$ cat config.mk
export PLATFORM = sky130hd
export DESIGN_NAME = aged_weighted_random_pick_top
export DESIGN_NICKNAME = d
export VERILOG_FILES = /design/src/rtl/core/awrp_pkg.sv /design/src/rtl/core/awrp_stamp_mem.sv /design/src/rtl/core/awrp_mod_unit.sv /design/src/rtl/core/aged_weighted_random_pick_top.sv
export SDC_FILE = /design/constraint.sdc
export NUM_CORES = 1
export LEC_CHECK = 0
export CORE_UTILIZATION = 69
export DETAILED_ROUTE_END_ITERATION = 8
export DONT_BUFFER_PORTS = 1
export MAX_ROUTING_LAYER = met4
export PLACE_DENSITY = 0.9
export SYNTH_ARGS = -nofsm -noshare
export SYNTH_HDL_FRONTEND = slang
export SYNTH_SLANG_ARGS = --single-unit
$ cat constraint.sdc
create_clock -name clk -period 12 [get_ports clk]
set_input_delay 1.8 -clock clk [delete_from_list [all_inputs] [get_ports clk]]
set_output_delay 1.8 -clock clk [all_outputs]
set_load 0.005 [all_outputs]
$ cat src/rtl/core/awrp_pkg.sv
// shared types and constants for the aged weighted random pick block
`timescale 1ns / 1ps

package awrp_pkg;

    // fixed field widths
    localparam int DATA_W      = 32;
    localparam int IDX_OUT_W   = 4;
    localparam int CFG_W       = 5;
    localparam int DIV_STEP_W  = 6;
    localparam int OUT_TDATA_W = 40;

    // entry count after reset and the lower bound of the entry count clamp
    localparam logic [CFG_W-1:0] ENTRY_COUNT_RESET = 5'd16;
    localparam logic [CFG_W-1:0] ENTRY_COUNT_MIN   = 5'd2;

    // request to the shared remainder unit
    typedef struct packed {
        logic                  start;
        logic [DIV_STEP_W-1:0] steps;
        logic [DATA_W-1:0]     dividend;
        logic [DATA_W-1:0]     divisor;
    } awrp_div_req_t;

    // status from the shared remainder unit
    typedef struct packed {
        logic              busy;
        logic              done;
        logic [DATA_W-1:0] rem;
    } awrp_div_rsp_t;

endpackage

$ cat src/rtl/core/awrp_stamp_mem.sv
// last-used stamp memory with per-entry valid bits, one write and one registered read port
`timescale 1ns / 1ps

module awrp_stamp_mem #(
    parameter int DEPTH = 16,
    parameter int AW    = 4
) (
    input  logic                      clk,
    input  logic                      rst_n,
    input  logic                      wr_en,
    input  logic [AW-1:0]             wr_addr,
    input  logic [awrp_pkg::DATA_W-1:0] wr_data,
    input  logic [AW-1:0]             rd_addr,
    output logic [awrp_pkg::DATA_W-1:0] rd_data
);

    logic [awrp_pkg::DATA_W-1:0] mem [DEPTH];
    logic [DEPTH-1:0]            vld_reg;
    logic [awrp_pkg::DATA_W-1:0] rd_mem_reg;
    logic                        rd_vld_reg;

    // storage array and registered read
    always_ff @(posedge clk)
    begin
        if (wr_en)
        begin
            mem[wr_addr] <= wr_data;
        end
        rd_mem_reg <= mem[rd_addr];
        rd_vld_reg <= vld_reg[rd_addr];
    end

    // valid bits, cleared at reset so unwritten entries read as zero
    always_ff @(posedge clk or negedge rst_n)
    begin
        if (!rst_n)
        begin
            vld_reg <= '0;
        end
        else if (wr_en)
        begin
            vld_reg[wr_addr] <= 1'b1;
        end
    end

    assign rd_data = rd_vld_reg ? rd_mem_reg : '0;

endmodule

$ cat src/rtl/core/awrp_mod_unit.sv
// shared restoring remainder unit, one dividend bit per cycle
`timescale 1ns / 1ps

module awrp_mod_unit (
    input  logic                    clk,
    input  logic                    rst_n,
    input  awrp_pkg::awrp_div_req_t req,
    output awrp_pkg::awrp_div_rsp_t rsp
);

    logic [awrp_pkg::DATA_W-1:0]     dvd_reg;
    logic [awrp_pkg::DATA_W-1:0]     dsr_reg;
    logic [awrp_pkg::DATA_W-1:0]     rem_reg;
    logic [awrp_pkg::DIV_STEP_W-1:0] cnt_reg;
    logic                            busy_reg;
    logic                            done_reg;
    logic [awrp_pkg::DATA_W:0]       shifted;
    logic                            ge;
    logic [awrp_pkg::DATA_W-1:0]     rem_step;

    // one shift, compare and subtract step
    always_comb
    begin
        shifted  = {rem_reg, dvd_reg[awrp_pkg::DATA_W-1]};
        ge       = (shifted >= {1'b0, dsr_reg});
        rem_step = ge ? awrp_pkg::DATA_W'(shifted - {1'b0, dsr_reg})
                      : shifted[awrp_pkg::DATA_W-1:0];
    end

    // operand and remainder registers
    always_ff @(posedge clk)
    begin
        if (req.start)
        begin
            dvd_reg <= req.dividend;
            dsr_reg <= req.divisor;
            rem_reg <= '0;
        end
        else if (busy_reg)
        begin
            dvd_reg <= {dvd_reg[awrp_pkg::DATA_W-2:0], 1'b0};
            rem_reg <= rem_step;
        end
    end

    // step counter and status
    always_ff @(posedge clk or negedge rst_n)
    begin
        if (!rst_n)
        begin
            cnt_reg  <= '0;
            busy_reg <= 1'b0;
            done_reg <= 1'b0;
        end
        else
        begin
            done_reg <= 1'b0;
            if (req.start)
            begin
                cnt_reg  <= req.steps;
                busy_reg <= 1'b1;
            end
            else if (busy_reg)
            begin
                cnt_reg <= cnt_reg - 1'b1;
                if (cnt_reg == awrp_pkg::DIV_STEP_W'(1))
                begin
                    busy_reg <= 1'b0;
                    done_reg <= 1'b1;
                end
            end
        end
    end

    assign rsp.busy = busy_reg;
    assign rsp.done = done_reg;
    assign rsp.rem  = rem_reg;

endmodule

$ cat src/rtl/core/aged_weighted_random_pick_top.sv
// top level: sequencer for the aged weighted random pick, stamp memory and remainder unit
`timescale 1ns / 1ps

// Each input transaction carries a 32-bit random value and picks a new entry among the
// first entry_count entries (clamped to 2..MAX_ENTRIES), never the current one. An
// entry's weight is the selection counter minus its last-used stamp plus one; the
// random value modulo the total weight selects an entry by running prefix sum. For each
// item a summing pass and a scanning pass read the stamp memory one entry per cycle
// through its single read port, and the shared remainder unit resolves one dividend
// bit per cycle. The input is not ready while an item is in progress; a finished
// result sits in the output register while the next item is taken. Stamps read as
// zero after reset through per-entry valid bits, so no clearing pass is needed.
module aged_weighted_random_pick_top #(
    parameter int MAX_ENTRIES = 16
) (
    input  logic        clk,
    input  logic        rst_n,
    // config write channel: entry_count
    input  logic        cfg_valid,
    output logic        cfg_ready,
    input  logic [4:0]  cfg_data,
    // input stream
    input  logic        s_axis_tvalid,
    output logic        s_axis_tready,
    input  logic [31:0] s_axis_tdata,   // [31:0] random_value
    // output stream
    output logic        m_axis_tvalid,
    input  logic        m_axis_tready,
    output logic [39:0] m_axis_tdata    // [3:0] chosen_index, [35:4] selection_number, zero pad
);

    localparam int IDX_W = $clog2(MAX_ENTRIES);
    localparam int CNT_W = $clog2(MAX_ENTRIES + 1);
    localparam int DW    = awrp_pkg::DATA_W;

    typedef enum logic [5:0] {
        ST_IDLE  = 6'b000001,
        ST_SUM   = 6'b000010,
        ST_DIV   = 6'b000100,
        ST_SCAN  = 6'b001000,
        ST_FBDIV = 6'b010000,
        ST_WRITE = 6'b100000
    } state_t;

    state_t                          state_reg, state_next;
    logic [awrp_pkg::CFG_W-1:0]      cfg_count_reg;
    logic [DW-1:0]                   ctr_reg, ctr_next;
    logic [DW-1:0]                   ctrp1_reg, ctrp1_next;
    logic [IDX_W-1:0]                cur_reg, cur_next;
    logic [DW-1:0]                   rnd_reg, rnd_next;
    logic [CNT_W-1:0]                n_reg, n_next;
    logic [DW-1:0]                   acc_reg, acc_next;
    logic [DW-1:0]                   pick_reg, pick_next;
    logic [CNT_W-1:0]                rd_idx_reg, rd_idx_next;
    logic                            p_vld_reg, p_vld_next;
    logic [IDX_W-1:0]                p_idx_reg, p_idx_next;
    logic [IDX_W-1:0]                chosen_reg, chosen_next;
    logic                            out_valid_reg, out_valid_next;
    logic [awrp_pkg::IDX_OUT_W-1:0]  out_idx_reg, out_idx_next;
    logic [DW-1:0]                   out_sel_reg, out_sel_next;

    logic [CNT_W-1:0]                eff_count;
    logic                            issue;
    logic                            take;
    logic                            pass_end;
    logic                            out_free;
    logic [DW-1:0]                   rd_data;
    logic [DW-1:0]                   acc_sum;
    logic [IDX_W:0]                  fb_num;
    logic                            mem_wr;
    awrp_pkg::awrp_div_req_t         div_req;
    awrp_pkg::awrp_div_rsp_t         div_rsp;

    // stamp store
    awrp_stamp_mem #(
        .DEPTH (MAX_ENTRIES),
        .AW    (IDX_W)
    ) u_stamp_mem (
        .clk     (clk),
        .rst_n   (rst_n),
        .wr_en   (mem_wr),
        .wr_addr (chosen_reg),
        .wr_data (ctrp1_reg),
        .rd_addr (rd_idx_reg[IDX_W-1:0]),
        .rd_data (rd_data)
    );

    // shared remainder unit
    awrp_mod_unit u_mod_unit (
        .clk   (clk),
        .rst_n (rst_n),
        .req   (div_req),
        .rsp   (div_rsp)
    );

    // clamp the configured count to 2..MAX_ENTRIES
    always_comb
    begin
        priority if (cfg_count_reg < awrp_pkg::ENTRY_COUNT_MIN)
        begin
            eff_count = CNT_W'(2);
        end
        else if (32'(cfg_count_reg) > 32'(MAX_ENTRIES))
        begin
            eff_count = CNT_W'(MAX_ENTRIES);
        end
        else
        begin
            eff_count = CNT_W'(cfg_count_reg);
        end
    end

    // pass control and weight accumulation
    assign issue    = (rd_idx_reg < n_reg);
    assign take     = p_vld_reg && (p_idx_reg != cur_reg);
    assign pass_end = !p_vld_reg && (rd_idx_reg == n_reg);
    assign acc_sum  = acc_reg + ctrp1_reg - rd_data;
    assign out_free = !out_valid_reg || m_axis_tready;
    assign fb_num   = {1'b0, cur_reg} + 1'b1;
    assign mem_wr   = (state_reg == ST_WRITE) && out_free;

    // sequencer
    always_comb
    begin
        state_next     = state_reg;
        ctr_next       = ctr_reg;
        ctrp1_next     = ctrp1_reg;
        cur_next       = cur_reg;
        rnd_next       = rnd_reg;
        n_next         = n_reg;
        acc_next       = acc_reg;
        pick_next      = pick_reg;
        rd_idx_next    = rd_idx_reg;
        p_vld_next     = p_vld_reg;
        p_idx_next     = p_idx_reg;
        chosen_next    = chosen_reg;
        out_valid_next = out_valid_reg && !m_axis_tready;
        out_idx_next   = out_idx_reg;
        out_sel_next   = out_sel_reg;
        div_req.start    = 1'b0;
        div_req.steps    = awrp_pkg::DIV_STEP_W'(DW);
        div_req.dividend = rnd_reg;
        div_req.divisor  = acc_reg;

        unique case (state_reg)
            ST_IDLE:
            begin
                if (s_axis_tvalid)
                begin
                    rnd_next    = s_axis_tdata;
                    n_next      = eff_count;
                    ctrp1_next  = ctr_reg + 1'b1;
                    rd_idx_next = '0;
                    acc_next    = '0;
                    p_vld_next  = 1'b0;
                    state_next  = ST_SUM;
                end
            end
            ST_SUM:
            begin
                p_vld_next = issue;
                p_idx_next = rd_idx_reg[IDX_W-1:0];
                if (issue)
                begin
                    rd_idx_next = rd_idx_reg + 1'b1;
                end
                if (take)
                begin
                    acc_next = acc_sum;
                end
                if (pass_end)
                begin
                    div_req.start = 1'b1;
                    if (acc_reg == '0)
                    begin
                        // zero total: go straight to the fallback entry
                        div_req.steps    = awrp_pkg::DIV_STEP_W'(IDX_W + 1);
                        div_req.dividend = {fb_num, {(DW - IDX_W - 1){1'b0}}};
                        div_req.divisor  = DW'(n_reg);
                        state_next       = ST_FBDIV;
                    end
                    else
                    begin
                        state_next = ST_DIV;
                    end
                end
            end
            ST_DIV:
            begin
                if (div_rsp.done)
                begin
                    pick_next   = div_rsp.rem;
                    rd_idx_next = '0;
                    acc_next    = '0;
                    p_vld_next  = 1'b0;
                    state_next  = ST_SCAN;
                end
            end
            ST_SCAN:
            begin
                p_vld_next = issue;
                p_idx_next = rd_idx_reg[IDX_W-1:0];
                if (issue)
                begin
                    rd_idx_next = rd_idx_reg + 1'b1;
                end
                if (take)
                begin
                    acc_next = acc_sum;
                end
                if (take && (pick_reg < acc_sum))
                begin
                    chosen_next = p_idx_reg;
                    p_vld_next  = 1'b0;
                    state_next  = ST_WRITE;
                end
                else if (pass_end)
                begin
                    // no hit through wrapped weights: fallback entry
                    div_req.start    = 1'b1;
                    div_req.steps    = awrp_pkg::DIV_STEP_W'(IDX_W + 1);
                    div_req.dividend = {fb_num, {(DW - IDX_W - 1){1'b0}}};
                    div_req.divisor  = DW'(n_reg);
                    state_next       = ST_FBDIV;
                end
            end
            ST_FBDIV:
            begin
                if (div_rsp.done)
                begin
                    chosen_next = div_rsp.rem[IDX_W-1:0];
                    state_next  = ST_WRITE;
                end
            end
            ST_WRITE:
            begin
                if (out_free)
                begin
                    ctr_next       = ctrp1_reg;
                    cur_next       = chosen_reg;
                    out_valid_next = 1'b1;
                    out_idx_next   = awrp_pkg::IDX_OUT_W'(chosen_reg);
                    out_sel_next   = ctrp1_reg;
                    state_next     = ST_IDLE;
                end
            end
            default:
            begin
                state_next = ST_IDLE;
            end
        endcase
    end

    // control registers
    always_ff @(posedge clk or negedge rst_n)
    begin
        if (!rst_n)
        begin
            state_reg     <= ST_IDLE;
            cfg_count_reg <= awrp_pkg::ENTRY_COUNT_RESET;
            ctr_reg       <= '0;
            cur_reg       <= '0;
            rd_idx_reg    <= '0;
            p_vld_reg     <= 1'b0;
            out_valid_reg <= 1'b0;
        end
        else
        begin
            state_reg     <= state_next;
            ctr_reg       <= ctr_next;
            cur_reg       <= cur_next;
            rd_idx_reg    <= rd_idx_next;
            p_vld_reg     <= p_vld_next;
            out_valid_reg <= out_valid_next;
            if (cfg_valid)
            begin
                cfg_count_reg <= cfg_data;
            end
        end
    end

    // payload registers
    always_ff @(posedge clk)
    begin
        ctrp1_reg   <= ctrp1_next;
        rnd_reg     <= rnd_next;
        n_reg       <= n_next;
        acc_reg     <= acc_next;
        pick_reg    <= pick_next;
        p_idx_reg   <= p_idx_next;
        chosen_reg  <= chosen_next;
        out_idx_reg <= out_idx_next;
        out_sel_reg <= out_sel_next;
    end

    // ports
    assign cfg_ready     = 1'b1;
    assign s_axis_tready = (state_reg == ST_IDLE);
    assign m_axis_tvalid = out_valid_reg;
    assign m_axis_tdata  = {4'b0000, out_sel_reg, out_idx_reg};

    // the new entry always differs from the current one
    assert property (@(posedge clk) disable iff (!rst_n)
        mem_wr |-> (chosen_reg != cur_reg))
        else $error("picked entry equals current entry");

    // the chosen entry lies inside the entries in use
    assert property (@(posedge clk) disable iff (!rst_n)
        mem_wr |-> (CNT_W'(chosen_reg) < n_reg))
        else $error("picked entry beyond entry count");

    // each committed pick advances the counter by one
    assert property (@(posedge clk) disable iff (!rst_n)
        mem_wr |=> (ctr_reg == $past(ctr_reg) + 1'b1))
        else $error("selection counter did not advance");

    // the remainder unit reports completion only while the sequencer waits for it
    assert property (@(posedge clk) disable iff (!rst_n)
        div_rsp.done |-> ((state_reg == ST_DIV) || (state_reg == ST_FBDIV)))
        else $error("remainder done outside a divide state");

endmodule
==> results.py <==
metrics = {
    "clock_network": {
        "postCtsResizedCells": 0,
        "cts_tree": "done",
        "cts_max_path_buffers": 3,
        "cts_hold_buf": 0,
        "root_buffer": "clkbuf_16",
        "cts_setup_buffers": 0,
        "cts_buffers": 85,
        "cts_htree_levels": 3,
        "numClockSinks": 896,
        "clk_latency_ns": 0.67,
        "path_clk_slew_ns": 0.07,
    },
    "synthesis": {
        "synthArstFlopShare": 0.0871,
        "synth_area_mm2": 0.0390,
        "synth_edf_count": 753,
        "synth-seq-cells": 896,
        "yosysSeqAreaShare": 0.664,
        "ys_types": 88,
        "ys.flop_type": "edfxtp_1",
        "yosysWarningCount": 0,
        "synth_area_per_cell_um2": 15.2,
        "postSynthCellCount": 2561,
    },
    "route": {
        "vias": 24600,
        "antenna_left": 0,
        "vias_per_cell": 7.22,
        "drcViolationCount": 0,
        "drt_iter0_markers": 4021,
        "drt-met1-wl_um": 37200,
        "drt_wl_total_um": 109000,
        "dr_wl_met2_um": 52000,
        "routedWlPerCell_um": 32.0,
        "first_pass_iters": 6,
        "top_layer": "met4",
        "dr_wl_met3_um": 13700,
    },
    "floorplanning": {
        "die_area_mm2": 0.0574,
        "num_rows": 86,
        "initial_utilization": 0.703,
        "core_area_mm2": 0.0554,
        "die_w_um": 240,
        "ios": 85,
        "die_h_um": 240,
    },
    "power": {
        "power_switching_mw": 3.94,
        "switching_share": 0.365,
        "p_comb_frac": 0.351,
        "p_int_mw": 6.85,
        "p_seq_frac": 0.392,
        "peakVddDrop_mv": 0.221,
        "powerDensity_mw_per_mm2": 253,
        "p_leak_nw": 15.2,
        "clockPowerShare": 0.257,
    },
    "global_routing": {
        "first_global_vias": 24600,
        "grt.total_usage": 0.406,
        "grt_overflow": 0,
        "grt_pass1_wl_um": 161000,
        "antenna_found_initial": 6,
        "grt_start_max_net_pins": 79,
    },
    "timing": {
        "fmax_mhz": 143,
        "tns_ns": 0,
        "worst_pin_slew_ns": 1.20,
        "slew_headroom": 0.200,
        "rsz0062_at_grt": "no",
        "setup-violations-final": 0,
        "period_needed_ns": 6.98,
        "slew_violations": 0,
        "finalClockSkew_ns": 0.0487,
        "finalHoldViolations": 0,
        "period_share": 0.582,
    },
    "setup_path": {
        "cp-startpoint": "u_stamp_mem.rd_vld_reg$_DFF_P_",
        "cp.required_ns": 12.39,
        "worstReg2RegEnd": "u_mod_unit.dvd_reg[30]$_DFFE_PP_",
        "r2r_cells": 21,
        "rrSetupSlack_ns": 5.02,
        "endpoint": "u_mod_unit.dvd_reg[30]$_DFFE_PP_",
        "worstSetupPathType": "reg2reg",
        "crit_fanout": 32,
        "end_kind": "register",
        "crit-reg2reg-launch": "u_stamp_mem.rd_vld_reg$_DFF_P_",
        "worst_setup_path_start_kind": "register",
        "cp.arrival_ns": 7.37,
    },
    "finish": {
        "mostFrequentLayoutCells": "edfxtp_1, inv_1, nand2_1, mux4_2, o21ai_0",
        "largest_reg_flops": 512,
        "layout_commonest_cell": "edfxtp_1",
        "regMostFlops": "u_stamp_mem.mem",
        "finalNetCount": 2760,
        "drive_gt1_frac": 0.153,
        "area.growth.synth_to_final_pct": 9.52,
        "utilization": 0.770,
    },
    "place": {
        "port-buffer-count": 0,
        "dp.final_hpwl_um": 59500,
        "gp_congestion": 0.956,
    },
    "worst_hold_path": {
        "min_from": "u_stamp_mem.vld_reg[8]$_DFFE_PN0P_",
        "hold_path_class": "reg2reg",
    },
    "outcome": {
        "status": "finished, final reports clean",
    },
    "run": {
        "timing.max_cap.violations": 0,
    },
}
critical path, cell delays in order, from the launching register on:
cell and delay, ns:
dfxtp_1 1.11, and2_1 0.29, fa_1 0.44, inv_1 0.09, ha_1 0.30, a21o_1 0.20
a21oi_1 0.26, a21boi_0 0.17, o21ai_0 0.29, a21boi_0 0.16, o21ai_0 0.37, nand2_1 0.16
xnor2_1 0.21, ha_1 0.31, a21o_1 0.19, a21o_1 0.17, a21oi_1 0.20, nor2_1 0.07
o311ai_0 0.92, a21oi_1 0.39, o211ai_1 0.29, o211ai_1 0.11
per-layer routing:
metal / GRT usage / up-vias
li1: - / 9711
met1: 0.514 / 12100
met2: 0.612 / 2324
met3: 0.103 / 489
met4: 0.210 / 0
met5: - / -
cell families (layout without fill, tap and decap cells):
family                   Yosys count  in the layout  synth area share
flip-flops                       896            896             0.664
AO/OA/AOI/OAI                    390            390            0.0643
other                              2             11          0.000193
multiplexers                     183            183             0.100
adder cells (fa/ha/maj)          137            137            0.0501
AND/OR/NAND/NOR                  572            572            0.0719
XOR/XNOR                          88             88            0.0198
buffers and inverters            293            383            0.0299
worst min-delay path by stage:
stage,depth (start not counted),to
after detailed placement,1,u_stamp_mem.vld_reg[11]$_DFFE_PN0P_
after global placement,1,u_stamp_mem.vld_reg[10]$_DFFE_PN0P_
after global routing,0,pick_reg[29]$_DFFE_PP_
final,1,u_stamp_mem.vld_reg[8]$_DFFE_PN0P_
after floorplan,0,out_idx_reg[2]$_DFFE_PP_
after CTS,1,u_stamp_mem.vld_reg[8]$_DFFE_PN0P_
Yosys cell counts, types with 3 or more instances:
cell type,count,share of area
nor3b_1,5,0.00096
fa_1,32,0.016
and3b_1,3,0.00067
o21bai_1,4,0.00077
and2_1,39,0.0063
mux4_2,165,0.095
dfrtp_1,76,0.049
nor3_1,33,0.0042
or4_1,4,0.00077
mux2_2,10,0.0029
buf_1,11,0.0011
nor2b_1,16,0.0026
nor4_1,18,0.0029
a21o_1,41,0.0079
a21oi_1,82,0.011
xnor2_1,52,0.012
buf_2,14,0.0018
nand3b_1,10,0.0019
dfxtp_1,65,0.033
o2111a_1,3,0.00087
nand3_1,37,0.0048
a41oi_1,4,0.00090
o21ai_0,118,0.015
nor2_1,129,0.012
clkbuf_1,66,0.0064
edfxtp_1,753,0.58
nand2b_1,13,0.0021
a21boi_0,7,0.0013
nand4_1,31,0.0050
buf_4,7,0.0013
a31oi_1,28,0.0045
o31ai_1,10,0.0019
xor2_1,36,0.0081
a22o_1,27,0.0061
inv_1,189,0.018
ha_1,105,0.034
or2_2,27,0.0043
nand2_1,173,0.017
or3_1,6,0.00096
a211oi_1,11,0.0021
mux2i_1,8,0.0021
and3_1,13,0.0021
o211ai_1,10,0.0019
o21a_1,10,0.0019
through the flow:
| step | power [mW] | hold WS, ns | std cells | instance area, µm² | setup WS, ns |
|---|---|---|---|---|---|
| 2_1_floorplan | 6.79 | 0.424 | 2564 | 39000 | 6.25 |
| 3_3_place_gp | 7.60 | 0.446 | 3242 | 39900 | 5.95 |
| 3_5_place_dp | 7.79 | 0.459 | 3242 | 39900 | 5.72 |
| 4_1_cts | 10.7 | 0.487 | 3402 | 42700 | 5.49 |
| 5_1_grt | 11.2 | 0.496 | 3408 | 42700 | 4.92 |
| 6_report | 10.8 | 0.486 | 3408 | 42700 | 5.02 |
power by group through the flow:
stage          combinational, mW  clock (mW)  sequential [mW]
6_report                    3.79        2.77             4.23
5_1_grt                     4.06        2.88             4.25
4_1_cts                     3.67        2.77             4.21
3_5_place_dp                3.53           0             4.26
3_3_place_gp                3.38           0             4.23
2_1_floorplan               2.74           0             4.05
area by class of cell:
| type | count | area, µm² |
|---|---|---|
| diodes | 6 | 15.0 |
| clock buffers | 113 | 2320 |
| clock inverters | 47 | 493 |
| fillers | 2749 | 12700 |
| inverters | 191 | 717 |
| multi-input cells | 1375 | 12100 |
| flip-flops and latches | 896 | 25900 |
| well taps | 748 | 936 |
| repair buffers | 32 | 240 |
No activity file was read; power rests on OpenSTA's default activity.
